### src/rtl/core/tdt_pkg.sv
// Shared types and codes of the timer deadline table.
// Used by tdt_store, tdt_seq and multi_timer_deadline_table; depends on nothing.
package tdt_pkg;

	localparam int CMD_W  = 3;
	localparam int SLOT_W = 4;
	localparam int KIND_W = 3;

	// Command codes.
	localparam logic [CMD_W-1:0] CMD_ADD    = 3'd0;
	localparam logic [CMD_W-1:0] CMD_REMOVE = 3'd1;
	localparam logic [CMD_W-1:0] CMD_SET    = 3'd2;
	localparam logic [CMD_W-1:0] CMD_CHECK  = 3'd3;
	localparam logic [CMD_W-1:0] CMD_QUERY  = 3'd4;

	// Result kinds.
	localparam logic [KIND_W-1:0] KIND_ADDED   = 3'd0;
	localparam logic [KIND_W-1:0] KIND_EXPIRED = 3'd1;
	localparam logic [KIND_W-1:0] KIND_NEXT    = 3'd2;
	localparam logic [KIND_W-1:0] KIND_NONE    = 3'd3;
	localparam logic [KIND_W-1:0] KIND_REMAIN  = 3'd4;
	localparam logic [KIND_W-1:0] KIND_FULL    = 3'd5;

	typedef enum logic [3:0] {
		ST_IDLE,
		ST_SCAN,
		ST_ADD_OUT,
		ST_FULL_OUT,
		ST_UPDATE,
		ST_QUERY,
		ST_WALK,
		ST_DRAIN,
		ST_FINAL
	} state_t;

	// Write and occupancy controls from the sequencer to the slot store.
	typedef struct packed {
		logic wr_en;
		logic use_set;
		logic use_clr;
	} st_ctl_t;

	// One result beat handed to the output register.
	typedef struct packed {
		logic              push;
		logic [KIND_W-1:0] kind;
		logic [SLOT_W-1:0] which;
		logic              last;
	} res_t;

endpackage

### src/rtl/core/multi_timer_deadline_table.sv
// Top level of the timer deadline table: request port, result register, store and sequencer.
// Depends on tdt_pkg, tdt_store and tdt_seq.

// The block keeps TIMERS timers, each an absolute deadline plus a reload interval, in a
// memory with one write port and one read port with a registered read, and handles
// one command at a time.
// A request beat is taken when req_valid is high and req_stall is low; req_stall stays high
// until the command is done. Remove and set return no result beat. An add scans the in-use
// flags one slot per cycle for the lowest free slot, and a check walks the memory, reading one
// entry per cycle unless an expired slot waits for the output register, and writes back the
// expired ones. A check returns one beat per expired slot in slot order and a final beat with
// the wait to the earliest pending deadline, or nothing pending; a query returns the remaining
// time of one slot. The all-ones time means never and is where deadline sums saturate. Results
// sit in an output register, so the block keeps working while a finished beat waits to be
// taken.
module multi_timer_deadline_table #(
	parameter int TIMERS    = 16,
	parameter int TIME_BITS = 48
) (
	input  logic                              clk,
	input  logic                              arst_n,
	input  logic                              req_valid,
	output logic                              req_stall,
	input  logic [tdt_pkg::CMD_W-1:0]         cmd,
	input  logic [tdt_pkg::SLOT_W-1:0]        slot,
	input  logic [TIME_BITS-1:0]              interval,
	input  logic [TIME_BITS-1:0]              now_time,
	output logic                              rsp_valid,
	input  logic                              rsp_stall,
	output logic [tdt_pkg::KIND_W-1:0]        kind,
	output logic [tdt_pkg::SLOT_W-1:0]        which,
	output logic [TIME_BITS-1:0]              amount,
	output logic                              last
);

	// Slot index width; a one-entry table still gets a one-bit index.
	localparam int IDX_W = (TIMERS > 1) ? $clog2(TIMERS) : 1;

	tdt_pkg::st_ctl_t           ctl;
	tdt_pkg::res_t              res;
	logic [TIME_BITS-1:0]       res_amount;
	logic [IDX_W-1:0]           wr_addr;
	logic [TIME_BITS-1:0]       wr_deadline;
	logic [TIME_BITS-1:0]       wr_reload;
	logic [IDX_W-1:0]           use_addr;
	logic [IDX_W-1:0]           rd_addr;
	logic [TIME_BITS-1:0]       rd_deadline;
	logic [TIME_BITS-1:0]       rd_reload;
	logic [TIMERS-1:0]          in_use;
	logic                       out_free;

	logic                       out_valid_q;
	logic [tdt_pkg::KIND_W-1:0] kind_q;
	logic [tdt_pkg::SLOT_W-1:0] which_q;
	logic [TIME_BITS-1:0]       amount_q;
	logic                       last_q;

	// The result register can take a new beat when it is empty or its beat leaves this cycle.
	assign out_free = !out_valid_q || !rsp_stall;

	tdt_store #(
		.TIMERS    (TIMERS),
		.TIME_BITS (TIME_BITS),
		.IDX_W     (IDX_W)
	) u_store (
		.clk         (clk),
		.arst_n      (arst_n),
		.ctl         (ctl),
		.wr_addr     (wr_addr),
		.wr_deadline (wr_deadline),
		.wr_reload   (wr_reload),
		.use_addr    (use_addr),
		.rd_addr     (rd_addr),
		.rd_deadline (rd_deadline),
		.rd_reload   (rd_reload),
		.in_use      (in_use)
	);

	tdt_seq #(
		.TIMERS    (TIMERS),
		.TIME_BITS (TIME_BITS),
		.IDX_W     (IDX_W)
	) u_seq (
		.clk         (clk),
		.arst_n      (arst_n),
		.req_valid   (req_valid),
		.req_stall   (req_stall),
		.cmd         (cmd),
		.slot        (slot),
		.interval    (interval),
		.now_time    (now_time),
		.out_free    (out_free),
		.res         (res),
		.res_amount  (res_amount),
		.ctl         (ctl),
		.wr_addr     (wr_addr),
		.wr_deadline (wr_deadline),
		.wr_reload   (wr_reload),
		.use_addr    (use_addr),
		.rd_addr     (rd_addr),
		.rd_deadline (rd_deadline),
		.rd_reload   (rd_reload),
		.in_use      (in_use)
	);

	// The sequencer only pushes when out_free is high, so a held beat is never overwritten.
	always_ff @(posedge clk or negedge arst_n) begin
		if (!arst_n) begin
			out_valid_q <= 1'b0;
		end else if (res.push) begin
			out_valid_q <= 1'b1;
		end else if (!rsp_stall) begin
			out_valid_q <= 1'b0;
		end
	end

	always_ff @(posedge clk) begin
		if (res.push) begin
			kind_q   <= res.kind;
			which_q  <= res.which;
			amount_q <= res_amount;
			last_q   <= res.last;
		end
	end

	assign rsp_valid = out_valid_q;
	assign kind      = kind_q;
	assign which     = which_q;
	assign amount    = amount_q;
	assign last      = last_q;

endmodule

### src/rtl/core/tdt_store.sv
// Slot store: deadline and reload memory with a registered read, plus in-use flags.
// Depends on tdt_pkg.
module tdt_store #(
	parameter int TIMERS    = 16,
	parameter int TIME_BITS = 48,
	parameter int IDX_W     = 4
) (
	input  logic                 clk,
	input  logic                 arst_n,
	input  tdt_pkg::st_ctl_t     ctl,
	input  logic [IDX_W-1:0]     wr_addr,
	input  logic [TIME_BITS-1:0] wr_deadline,
	input  logic [TIME_BITS-1:0] wr_reload,
	input  logic [IDX_W-1:0]     use_addr,
	input  logic [IDX_W-1:0]     rd_addr,
	output logic [TIME_BITS-1:0] rd_deadline,
	output logic [TIME_BITS-1:0] rd_reload,
	output logic [TIMERS-1:0]    in_use
);

	logic [2*TIME_BITS-1:0] mem_q [TIMERS];
	logic [2*TIME_BITS-1:0] rd_data_s1;
	logic [TIMERS-1:0]      in_use_q;

	// The contents of a free slot are never looked at, so the memory needs no clearing.
	always_ff @(posedge clk) begin
		if (ctl.wr_en) begin
			mem_q[wr_addr] <= {wr_deadline, wr_reload};
		end
		rd_data_s1 <= mem_q[rd_addr];
	end

	always_ff @(posedge clk or negedge arst_n) begin
		if (!arst_n) begin
			in_use_q <= '0;
		end else if (ctl.use_set) begin
			in_use_q[use_addr] <= 1'b1;
		end else if (ctl.use_clr) begin
			in_use_q[use_addr] <= 1'b0;
		end
	end

	assign rd_deadline = rd_data_s1[2*TIME_BITS-1:TIME_BITS];
	assign rd_reload   = rd_data_s1[TIME_BITS-1:0];
	assign in_use      = in_use_q;

endmodule

### src/rtl/core/tdt_seq.sv
// Command sequencer of the timer deadline table: state machine, slot walk and time math.
// Depends on tdt_pkg; drives tdt_store and the output register in the top level.
module tdt_seq #(
	parameter int TIMERS    = 16,
	parameter int TIME_BITS = 48,
	parameter int IDX_W     = 4
) (
	input  logic                              clk,
	input  logic                              arst_n,
	input  logic                              req_valid,
	output logic                              req_stall,
	input  logic [tdt_pkg::CMD_W-1:0]         cmd,
	input  logic [tdt_pkg::SLOT_W-1:0]        slot,
	input  logic [TIME_BITS-1:0]              interval,
	input  logic [TIME_BITS-1:0]              now_time,
	input  logic                              out_free,
	output tdt_pkg::res_t                     res,
	output logic [TIME_BITS-1:0]              res_amount,
	output tdt_pkg::st_ctl_t                  ctl,
	output logic [IDX_W-1:0]                  wr_addr,
	output logic [TIME_BITS-1:0]              wr_deadline,
	output logic [TIME_BITS-1:0]              wr_reload,
	output logic [IDX_W-1:0]                  use_addr,
	output logic [IDX_W-1:0]                  rd_addr,
	input  logic [TIME_BITS-1:0]              rd_deadline,
	input  logic [TIME_BITS-1:0]              rd_reload,
	input  logic [TIMERS-1:0]                 in_use
);

	localparam logic [IDX_W-1:0]     LAST_IDX = IDX_W'(TIMERS - 1);
	localparam logic [TIME_BITS-1:0] NEVER    = '1;

	tdt_pkg::state_t state_q, state_d;

	logic [IDX_W-1:0]              idx_q, idx_d;
	logic [tdt_pkg::CMD_W-1:0]     cmd_q;
	logic [tdt_pkg::SLOT_W-1:0]    slot_q;
	logic [TIME_BITS-1:0]          ival_q;
	logic [TIME_BITS-1:0]          now_q;
	logic [TIME_BITS-1:0]          earliest_q;
	logic                          cand_vld_s2;
	logic [TIME_BITS-1:0]          cand_s2;

	logic                          accept;
	logic                          in_slot_ok;
	logic                          slot_ok;
	logic [IDX_W-1:0]              slot_idx;
	logic                          slot_used;
	logic                          cur_used;
	logic                          due;
	logic                          advance;
	logic                          is_last;
	logic [TIME_BITS-1:0]          add_b;
	logic [TIME_BITS:0]            sum;
	logic [TIME_BITS-1:0]          sat;
	logic [TIME_BITS-1:0]          sub_a;
	logic [TIME_BITS:0]            diff;
	logic [TIME_BITS-1:0]          wait_amt;

	assign accept     = req_valid && (state_q == tdt_pkg::ST_IDLE);
	assign in_slot_ok = 32'(slot) < 32'(TIMERS);
	assign slot_ok    = 32'(slot_q) < 32'(TIMERS);
	assign slot_idx   = slot_ok ? IDX_W'(slot_q) : '0;
	assign slot_used  = slot_ok && in_use[slot_idx];
	assign cur_used   = in_use[idx_q];
	assign is_last    = (idx_q == LAST_IDX);

	// A used slot with a real deadline at or before now has expired.
	assign due = cur_used && (rd_deadline != NEVER) && (rd_deadline <= now_q);

	// One saturating adder, shared by set and by the reload of an expired slot.
	assign add_b = (state_q == tdt_pkg::ST_WALK) ? rd_reload : ival_q;
	assign sum   = {1'b0, now_q} + {1'b0, add_b};
	assign sat   = sum[TIME_BITS] ? NEVER : sum[TIME_BITS-1:0];

	// One subtractor, shared by the remaining query and the final wait.
	assign sub_a    = (state_q == tdt_pkg::ST_FINAL) ? earliest_q : rd_deadline;
	assign diff     = {1'b0, sub_a} - {1'b0, now_q};
	assign wait_amt = diff[TIME_BITS] ? '0 : diff[TIME_BITS-1:0];

	// The walk only stalls on a slot that must report while the output is full.
	assign advance = !due || out_free;

	always_comb begin
		state_d = state_q;
		unique case (state_q)
			tdt_pkg::ST_IDLE: begin
				if (req_valid) begin
					case (cmd)
						tdt_pkg::CMD_ADD:    state_d = tdt_pkg::ST_SCAN;
						tdt_pkg::CMD_REMOVE: state_d = tdt_pkg::ST_UPDATE;
						tdt_pkg::CMD_SET:    state_d = tdt_pkg::ST_UPDATE;
						tdt_pkg::CMD_CHECK:  state_d = tdt_pkg::ST_WALK;
						tdt_pkg::CMD_QUERY:  state_d = tdt_pkg::ST_QUERY;
						default:             state_d = tdt_pkg::ST_IDLE;
					endcase
				end
			end
			tdt_pkg::ST_SCAN: begin
				if (!cur_used) begin
					state_d = tdt_pkg::ST_ADD_OUT;
				end else if (is_last) begin
					state_d = tdt_pkg::ST_FULL_OUT;
				end
			end
			tdt_pkg::ST_ADD_OUT,
			tdt_pkg::ST_FULL_OUT,
			tdt_pkg::ST_QUERY,
			tdt_pkg::ST_FINAL: begin
				if (out_free) begin
					state_d = tdt_pkg::ST_IDLE;
				end
			end
			tdt_pkg::ST_UPDATE: state_d = tdt_pkg::ST_IDLE;
			tdt_pkg::ST_WALK: begin
				if (advance && is_last) begin
					state_d = tdt_pkg::ST_DRAIN;
				end
			end
			tdt_pkg::ST_DRAIN: state_d = tdt_pkg::ST_FINAL;
			default: state_d = tdt_pkg::ST_IDLE;
		endcase
	end

	always_comb begin
		req_stall   = (state_q != tdt_pkg::ST_IDLE);
		res         = '0;
		res_amount  = '0;
		ctl         = '0;
		wr_addr     = idx_q;
		wr_deadline = NEVER;
		wr_reload   = '0;
		use_addr    = idx_q;
		rd_addr     = idx_q;
		idx_d       = idx_q;
		unique case (state_q)
			tdt_pkg::ST_IDLE: begin
				idx_d   = '0;
				rd_addr = (cmd == tdt_pkg::CMD_QUERY && in_slot_ok) ? IDX_W'(slot) : '0;
			end
			tdt_pkg::ST_SCAN: begin
				if (cur_used && !is_last) begin
					idx_d = idx_q + IDX_W'(1);
				end
			end
			tdt_pkg::ST_ADD_OUT: begin
				if (out_free) begin
					res.push    = 1'b1;
					res.kind    = tdt_pkg::KIND_ADDED;
					res.which   = tdt_pkg::SLOT_W'(idx_q);
					res.last    = 1'b1;
					ctl.wr_en   = 1'b1;
					ctl.use_set = 1'b1;
				end
			end
			tdt_pkg::ST_FULL_OUT: begin
				if (out_free) begin
					res.push = 1'b1;
					res.kind = tdt_pkg::KIND_FULL;
					res.last = 1'b1;
				end
			end
			tdt_pkg::ST_UPDATE: begin
				use_addr    = slot_idx;
				wr_addr     = slot_idx;
				wr_deadline = sat;
				wr_reload   = ival_q;
				if (cmd_q == tdt_pkg::CMD_REMOVE) begin
					ctl.use_clr = slot_ok;
				end else begin
					ctl.wr_en = slot_used;
				end
			end
			tdt_pkg::ST_QUERY: begin
				rd_addr = slot_idx;
				if (out_free) begin
					res.push   = 1'b1;
					res.kind   = tdt_pkg::KIND_REMAIN;
					res.which  = slot_q;
					res.last   = 1'b1;
					res_amount = slot_used ? wait_amt : '0;
				end
			end
			tdt_pkg::ST_WALK: begin
				wr_deadline = sat;
				wr_reload   = rd_reload;
				if (due && out_free) begin
					res.push  = 1'b1;
					res.kind  = tdt_pkg::KIND_EXPIRED;
					res.which = tdt_pkg::SLOT_W'(idx_q);
					ctl.wr_en = 1'b1;
				end
				if (advance && !is_last) begin
					idx_d   = idx_q + IDX_W'(1);
					rd_addr = idx_q + IDX_W'(1);
				end
			end
			tdt_pkg::ST_DRAIN: begin
			end
			tdt_pkg::ST_FINAL: begin
				if (out_free) begin
					res.push = 1'b1;
					res.last = 1'b1;
					if (earliest_q == NEVER) begin
						res.kind = tdt_pkg::KIND_NONE;
					end else begin
						res.kind   = tdt_pkg::KIND_NEXT;
						res_amount = wait_amt;
					end
				end
			end
			default: begin
			end
		endcase
	end

	always_ff @(posedge clk or negedge arst_n) begin
		if (!arst_n) begin
			state_q     <= tdt_pkg::ST_IDLE;
			idx_q       <= '0;
			cand_vld_s2 <= 1'b0;
			earliest_q  <= NEVER;
		end else begin
			state_q     <= state_d;
			idx_q       <= idx_d;
			cand_vld_s2 <= (state_q == tdt_pkg::ST_WALK) && advance && cur_used;
			if (accept && cmd == tdt_pkg::CMD_CHECK) begin
				earliest_q <= NEVER;
			end else if (cand_vld_s2 && cand_s2 < earliest_q) begin
				earliest_q <= cand_s2;
			end
		end
	end

	always_ff @(posedge clk) begin
		if (accept) begin
			cmd_q  <= cmd;
			slot_q <= slot;
			ival_q <= interval;
			now_q  <= now_time;
		end
		cand_s2 <= due ? sat : rd_deadline;
	end

endmodule
### config.mk
export PLATFORM = sky130hd
export DESIGN_NAME = multi_timer_deadline_table
export DESIGN_NICKNAME = d
export VERILOG_FILES = /design/src/rtl/core/tdt_pkg.sv /design/src/rtl/core/multi_timer_deadline_table.sv /design/src/rtl/core/tdt_store.sv /design/src/rtl/core/tdt_seq.sv
export SDC_FILE = /design/constraint.sdc
export NUM_CORES = 2
export LEC_CHECK = 0
export BUFFER_PORTS_ARGS = -buffer_cell sky130_fd_sc_hd__buf_4
export CORE_MARGIN = 3
export CORE_UTILIZATION = 40
export CTS_BUF_LIST = sky130_fd_sc_hd__clkbuf_8
export DETAILED_ROUTE_END_ITERATION = 10
export SYNTH_ARGS = -nofsm -noshare
export SYNTH_HDL_FRONTEND = slang
export SYNTH_SLANG_ARGS = --single-unit
export TNS_END_PERCENT = 50
### constraint.sdc
create_clock -name clk -period 10.3 [get_ports clk]
set_input_delay 1.03 -clock clk [delete_from_list [all_inputs] [get_ports clk]]
set_output_delay 1.03 -clock clk [all_outputs]
set_load 0.005 [all_outputs]
* Yosys cells after proc, flatten, opt, wreduce, memory -nomap -nowiden
Memories as Yosys holds them, arrays and structs flattened. A register that Yosys moved wholly into a read port is not among the register bits. Index checks and enable logic that the tools add are counted.
Storage, ports and cells: bits in writable memories 1536, memories 1, output and inout port bits 58, register bits 281, input bits 107
Memory list:
- u_store.mem_q | depth 16, bits a word 96, rd ports 1, clocked after Yosys merged registers in 1, write ports 1, RTL line tdt_store.sv:21 | logic [2*TIME_BITS-1:0] mem_q [TIMERS];
Operators by class: reduce and logical (&&, ||, !) cells 30, $add $sub $neg 3, muxes and demuxes 56, bitwise gates (word level) 3, $lt $le $gt $ge 6, eq/ne operators 22
Operators with widths (count):
- 48-bit 2-to-1 mux | 12
- 48-bit one-hot mux with 2 select lines | 2
- 48-bit by 48-bit adder with 49-bit output | 1
- 48-bit by 48-bit subtractor with 49-bit output | 1
- 48-bit equality test (second input constant) | 1
- 48-bit <= comparator | 1
- 48-bit less-than comparator | 1
- 48-bit != test (second input constant) | 1
- 4-bit 2-to-1 mux | 11
- 4-bit one-hot mux with 5 select lines | 2
- 4-bit one-hot mux with 3 select lines | 3
- 16-bit 2-to-1 mux | 2
- 9-bit 2-to-1 mux | 2
- 16-bit AND | 1
- 4-bit by 3-bit equality test with 1-bit output (second input constant) | 4
- 16-bit NOT | 1
- 16-bit OR | 1
- 4-bit by 5-bit less-than comparator with 1-bit output (second input constant) | 3
- 1-bit 2-to-1 mux | 14
- 1-bit logical AND | 12
- 3-bit one-hot mux with 4 select lines | 1
- 1-bit binary-select mux with 4-bit select | 2
- 4-bit by 2-bit equality test with 1-bit output (second input constant) | 2
- 4-bit equality test (second input constant) | 2
- 24 further kinds | 37

* Depth between registers and ports, before layout
depth in word-level cells 10, gate-level depth with buffers 25, gate-level depth less buffers 18

* Modules after synthesis
From an unflattened synthesis, not the netlist that was laid out.
Unflattened totals: cell total of the unflattened synthesis 4812, area, all modules 79981.7 sq um
Modules (own cells, without submodules):
- tdt_store | times used 1, area an instance 60072.6 sq um, sequential area each 48446.5 sq um, cells each 2520
- tdt_seq | times used 1, area an instance 18191.2 sq um, sequential area each 5540.3 sq um, cells each 2233
- multi_timer_deadline_table | times used 1, area an instance 1717.9 sq um, sequential area each 1706.6 sq um, cells each 59

* Worst setup path after synthesis
No wires, ideal clock.
kind reg2reg, start register u_seq.now_q[14], end memory u_store.mem_q[4][0] (netlist name) (enable), stages on the path, launching flop included 11, slack 2904 ps, period minus slack after synthesis 7396 ps, arrival 6844 ps, cell sequence edfxtp_1 -> inv_1 -> ha_1 -> nand4_1 -> or4_1 -> nor3_2 -> o21bai_1 -> o31ai_1 -> a31oi_1 -> clkbuf_1 -> nor2_1
Between the ends: cells in the longest elaborated chain, start to end 7
RTL lines:
- from (decl) | RTL line tdt_seq.sv:39 | logic [TIME_BITS-1:0] now_q;
- from (signal assigned) | RTL line tdt_seq.sv:240 | now_q <= now_time;
- 48-bit <= comparator | RTL line tdt_seq.sv:69 | assign due = cur_used && (rd_deadline != NEVER) && (rd_deadline <= now_q);
- 1-bit logical AND | RTL line tdt_seq.sv:69
- 1-bit logical AND | RTL line tdt_seq.sv:187 | if (due && out_free) begin
- 1-bit 2-to-1 mux | RTL line tdt_seq.sv:187
- 1-bit one-hot mux with 3 select lines | RTL line tdt_seq.sv:136 | unique case (state_q)
- 1-bit 2-to-1 mux | RTL line tdt_store.sv:27 | if (ctl.wr_en) begin
- 1-bit 2-to-1 mux (implied by the code) | RTL line tdt_store.sv:28 | mem_q[wr_addr] <= {wr_deadline, wr_reload};
- to (decl) | RTL line tdt_store.sv:21
Every way passes these cells.

* Worst setup path after layout
start register u_seq.state_q[1], end memory u_store.mem_q[12][49] (netlist name), data pin
Between the ends: cells in the longest elaborated chain, start to end 5, elaborated cells on any way between the ends 7, classes of those cells 1 x add/sub; 2 x eq/ne; 3 x mux; 1 x reduce/logical
RTL lines:
- from (decl) | RTL line tdt_seq.sv:33 | tdt_pkg::state_t state_q, state_d;
- from (signal assigned) | RTL line tdt_seq.sv:219 | state_q <= tdt_pkg::ST_IDLE;
- from (signal assigned) | RTL line tdt_seq.sv:224 | state_q <= state_d;
- 4-bit by 3-bit equality test with 1-bit output | RTL line tdt_seq.sv:72, tdt_seq.sv:136
- 48-bit 2-to-1 mux | RTL line tdt_seq.sv:72 | assign add_b = (state_q == tdt_pkg::ST_WALK) ? rd_reload : ival_q;
- 48-bit by 48-bit adder with 49-bit output | RTL line tdt_seq.sv:73 | assign sum = {1'b0, now_q} + {1'b0, add_b};
- 48-bit 2-to-1 mux | RTL line tdt_seq.sv:74 | assign sat = sum[TIME_BITS] ? NEVER : sum[TIME_BITS-1:0];
- 48-bit 2-to-1 mux * | RTL line tdt_seq.sv:136
- net u_seq.wr_deadline[1] | RTL line tdt_seq.sv:21 | output logic [TIME_BITS-1:0] wr_deadline,
The timed path passes the listed nets; every way through them passes the cells marked *.

==> flow_summary.toml <==
[placement]
dp_slack_ns = 3.07
placedCellCount = 7946
post-dp-hpwl_um = 136000
placed_area_sq_mm = 0.0841
gp_congestion = 0.894
port_buffers = 164

[layout]
drive_gt1_frac = 0.132
stdcell_count = 8534
fillers = 17300
nets = 5941
final_core_util = 0.455
final_area_sq_mm = 0.0902
synthToLayoutAreaGrowth_pct = 12.8

[critical_path]
worst_r2r_path_depth = 18
worst-setup-path-type = "reg2reg"
rr_startpoint = "u_seq.state_q[1]$_DFFE_PN0P_"
r2r_setup_slack_ns = 2.83
max_stage_delay_ns = 0.76
crit_path_cell_trace = "nor2b_1 > and3_4 > buf_4 > nand2_1 > nand2_1 > ha_1 > a21oi_1 > nor2_1 > o41ai_1 > nand3_1 > a41oi_1 > o22ai_1 > a31oi_1 > o21ai_1 > a211o_1 > a21oi_4 > buf_4 > nand2b_1"
endpoint_kind = "register"
slowest_stage = "a21oi_4"
startpoint_type = "register"
worst-path-buf-inv = 2
cp_max_fo = 28
path_delay_family = "compound AO/OA/AOI/OAI gates"
regToRegEndpoint = "u_store.mem_q[12][49]$_DFFE_PP_"
arrival_ns = 8.07
cp.required_ns = 10.91

[logic_synthesis]
syn_area_sq_mm = 0.0799
synth_top_family_by_area = "multiplexers"
yosys.area_share.simple = 0.0603
ys_seq_elements = 1913
syn_inst = 5349
yosysUniqueCellTypes = 84
synth_commonest_cells = "1695 x edfxtp_1, 769 x mux2i_1, 387 x o22ai_1"
synth_most_common_cell = "edfxtp_1"
synth_fa_ha_area_frac = 0.0306
syn_avg_cell_area_sq_um = 14.9
synth_area_leaders = "edfxtp_1 64%, mux2i_1 9.6%, dfxtp_1 3.6%, o22ai_1 3.0%, ha_1 3.0%"
synth_enable_flop_cells = 1695
synth-compound-area-share = 0.0744
synth_xor_area_frac = 0.00898
seq_area_frac_synth = 0.697
synthFlopType = "edfxtp_1"
yosys-mux-area-fraction = 0.106
synth_nets = 5650
yosysWarnings = 0
synthDominantCellAreaShare = 0.637
netlist.top_cell.by_area = "edfxtp_1"
async_flop_share = 0.0387

[power_and_ir_drop]
vdd_drop_max_uv = 508
p_leak_nw = 32.6
power_mw = 30.7
p_per_area_mw_per_mm2 = 340

[floorplan]
row_count = 163
core_sq_mm = 0.198
io_pins = 165
die_y_um = 453
die_w_um = 453
start_util = 0.404
die_area_sq_mm = 0.205

[global_routing]
overflow = 0
grt_pass1_vias = 46700
grt_first_pass_wirelength_um = 336000
antenna_found_initial = 6
grt_max_degree = 129
grt.total_usage = 0.226

[clocking]
ctsHoldBuffers = 0
clkTransAtPathRegs_ns = 0.06
clk_latency_ns = 1.07
max-clock-path-buffers = 4
post-cts-setup-buffers = 0
h-tree-depth = 5
post_cts_resized = 0
clock-sinks = 1913
cts_buffers = 332
tritoncts = "yes"
cts-root-buf = "clkbuf_8"

[timing]
tns_ns = 0
maxSlewViolCount = 0
fin_crit_sh = 0.725
finalSetupViolCount = 0
hold_violations = 0
maxSlewHeadroom = 0.237
tightest_slew_ns = 1.14
worst_slack_ns = 2.83
final.setup_skew_ns = 0.0927
rsz0062_at_grt = "no"
layout_min_cycle_time_ns = 7.47
holdWs_ns = 0.178
fmax_mhz = 134

[detailed_routing]
vias = 48200
drtIter0Drc = 5222
drt-met1-wl_um = 101000
routedWlPerCell_um = 27.7
ant_nets = 0
drtPass1Iterations = 7
viasPerCell = 5.64
wl_met2_um = 109000
wirelength_um = 237000
drc = 0
dr.max_layer_used = "met4"
dr_wl_met3_um = 18800

[worst_hold_path]
min_path_type = "in2reg"
holdPathStages = 1
min_from = "interval[39]"
hold_end = "u_seq.ival_q[39]$_DFFE_PP_"

[job]
cap_violations = 0

[run_status]
status = "complete, no violations"
==> worst max-delay path by stage <==
| stage | from | end | slack, ns | cells past startpoint |
|---|---|---|---|---|
| finish | u_seq.state_q[1]$_DFFE_PN0P_ | u_store.mem_q[12][49]$_DFFE_PP_ | 2.83 | 18 |
| global route | u_seq.state_q[1]$_DFFE_PN0P_ | u_store.mem_q[7][59]$_DFFE_PP_ | 2.51 | 18 |
| CTS | u_seq.state_q[1]$_DFFE_PN0P_ | u_store.mem_q[7][59]$_DFFE_PP_ | 3.03 | 18 |
| detailed placement | u_seq.state_q[1]$_DFFE_PN0P_ | u_store.mem_q[1][59]$_DFFE_PP_ | 3.07 | 18 |
| global placement | u_seq.state_q[1]$_DFFE_PN0P_ | u_store.mem_q[1][59]$_DFFE_PP_ | 3.09 | 19 |
| floorplan | u_seq.now_q[14]$_DFFE_PP_ | u_store.mem_q[4][0]$_DFFE_PP_ | 2.90 | 10 |
==> final cells by class <==
class,count,area [sq um],area share
Sequential cell,1913,55700,0.618
Multi-Input combinational cell,3041,22700,0.252
Clock buffer,354,4870,0.0540
Tap cell,2640,3300,0.0366
Timing Repair Buffer,228,2000,0.0222
Clock inverter,227,1140,0.0126
Inverter,124,465,0.00516
Antenna cell,7,17.5,0.000194
==> cells by family after synthesis <==
logic type,count (synthesis)
AOI/OAI and AO/OA,945
xor gates and xnor gates,82
adders and majority gates,194
buffers and inverters,395
DFF,1913
muxes,828
and+or+nand+nor,992
==> power by group <==
group | internal (mW) | switching (mW)
Combinational | 4.87 | 7.99
Sequential | 10.6 | 0.866
Clock | 3.37 | 2.98
Total | 18.8 | 11.8
==> per-layer routing <==
metal / GRT usage / vias to the layer above
li1: - / 21400
met1: 0.318 / 24300
met2: 0.353 / 2149
met3: 0.0394 / 341
met4: 0.0789 / 0
met5: 0 / -
==> registers in the layout, indices dropped and copies added (netlist names), named ones only <==
name and cells:
kind 3, amount 48, u_store.mem_q 1536, last 1, u_seq.idx_q 4, u_seq.slot_idx 4, which 4, u_seq.cmd_q 3
rsp_valid 1, u_seq.cand_vld_s2 1, u_seq.earliest_q 48, u_store.rd_data_s1 96, u_seq.ival_q 48, u_seq.state_q 4, u_seq.cand_s2 48, u_seq.now_q 48
==> worst register-to-register path, stage by stage, from the launching register on <==
cell and delay (ns):
dfrtp_1 0.61, nor2b_1 0.35, and3_4 0.50, buf_4 0.35
nand2_1 0.11, nand2_1 0.09, ha_1 0.27, a21oi_1 0.21
nor2_1 0.10, o41ai_1 0.50, nand3_1 0.15, a41oi_1 0.53
o22ai_1 0.29, a31oi_1 0.46, o21ai_1 0.25, a211o_1 0.35
a21oi_4 0.76, buf_4 0.63, nand2b_1 0.55
==> cells in the final DEF, fill, tap and decap left out, drive strengths merged, types with 9 or more instances in the layout <==
cell	instances
nor3	27
a22o	10
o22ai	387
mux2	49
o21ai	169
mux2i	769
a21o	90
xor2	30
a211oi	13
and3	21
buf	228
or4	97
o31ai	11
nand4	49
nand3	137
dfstp	48
clkinv	76
nor2b	13
edfxtp	1695
nand2	380
a31oi	26
inv	261
nor2	170
bufinv	9
nor4	11
dfrtp	26
o21a	16
xnor2	52
nand2b	51
or3	12
clkbuf	354
o21bai	16
ha	192
dfxtp	144
a21oi	142
mux4	10
(Power assumes the default switching activity.)
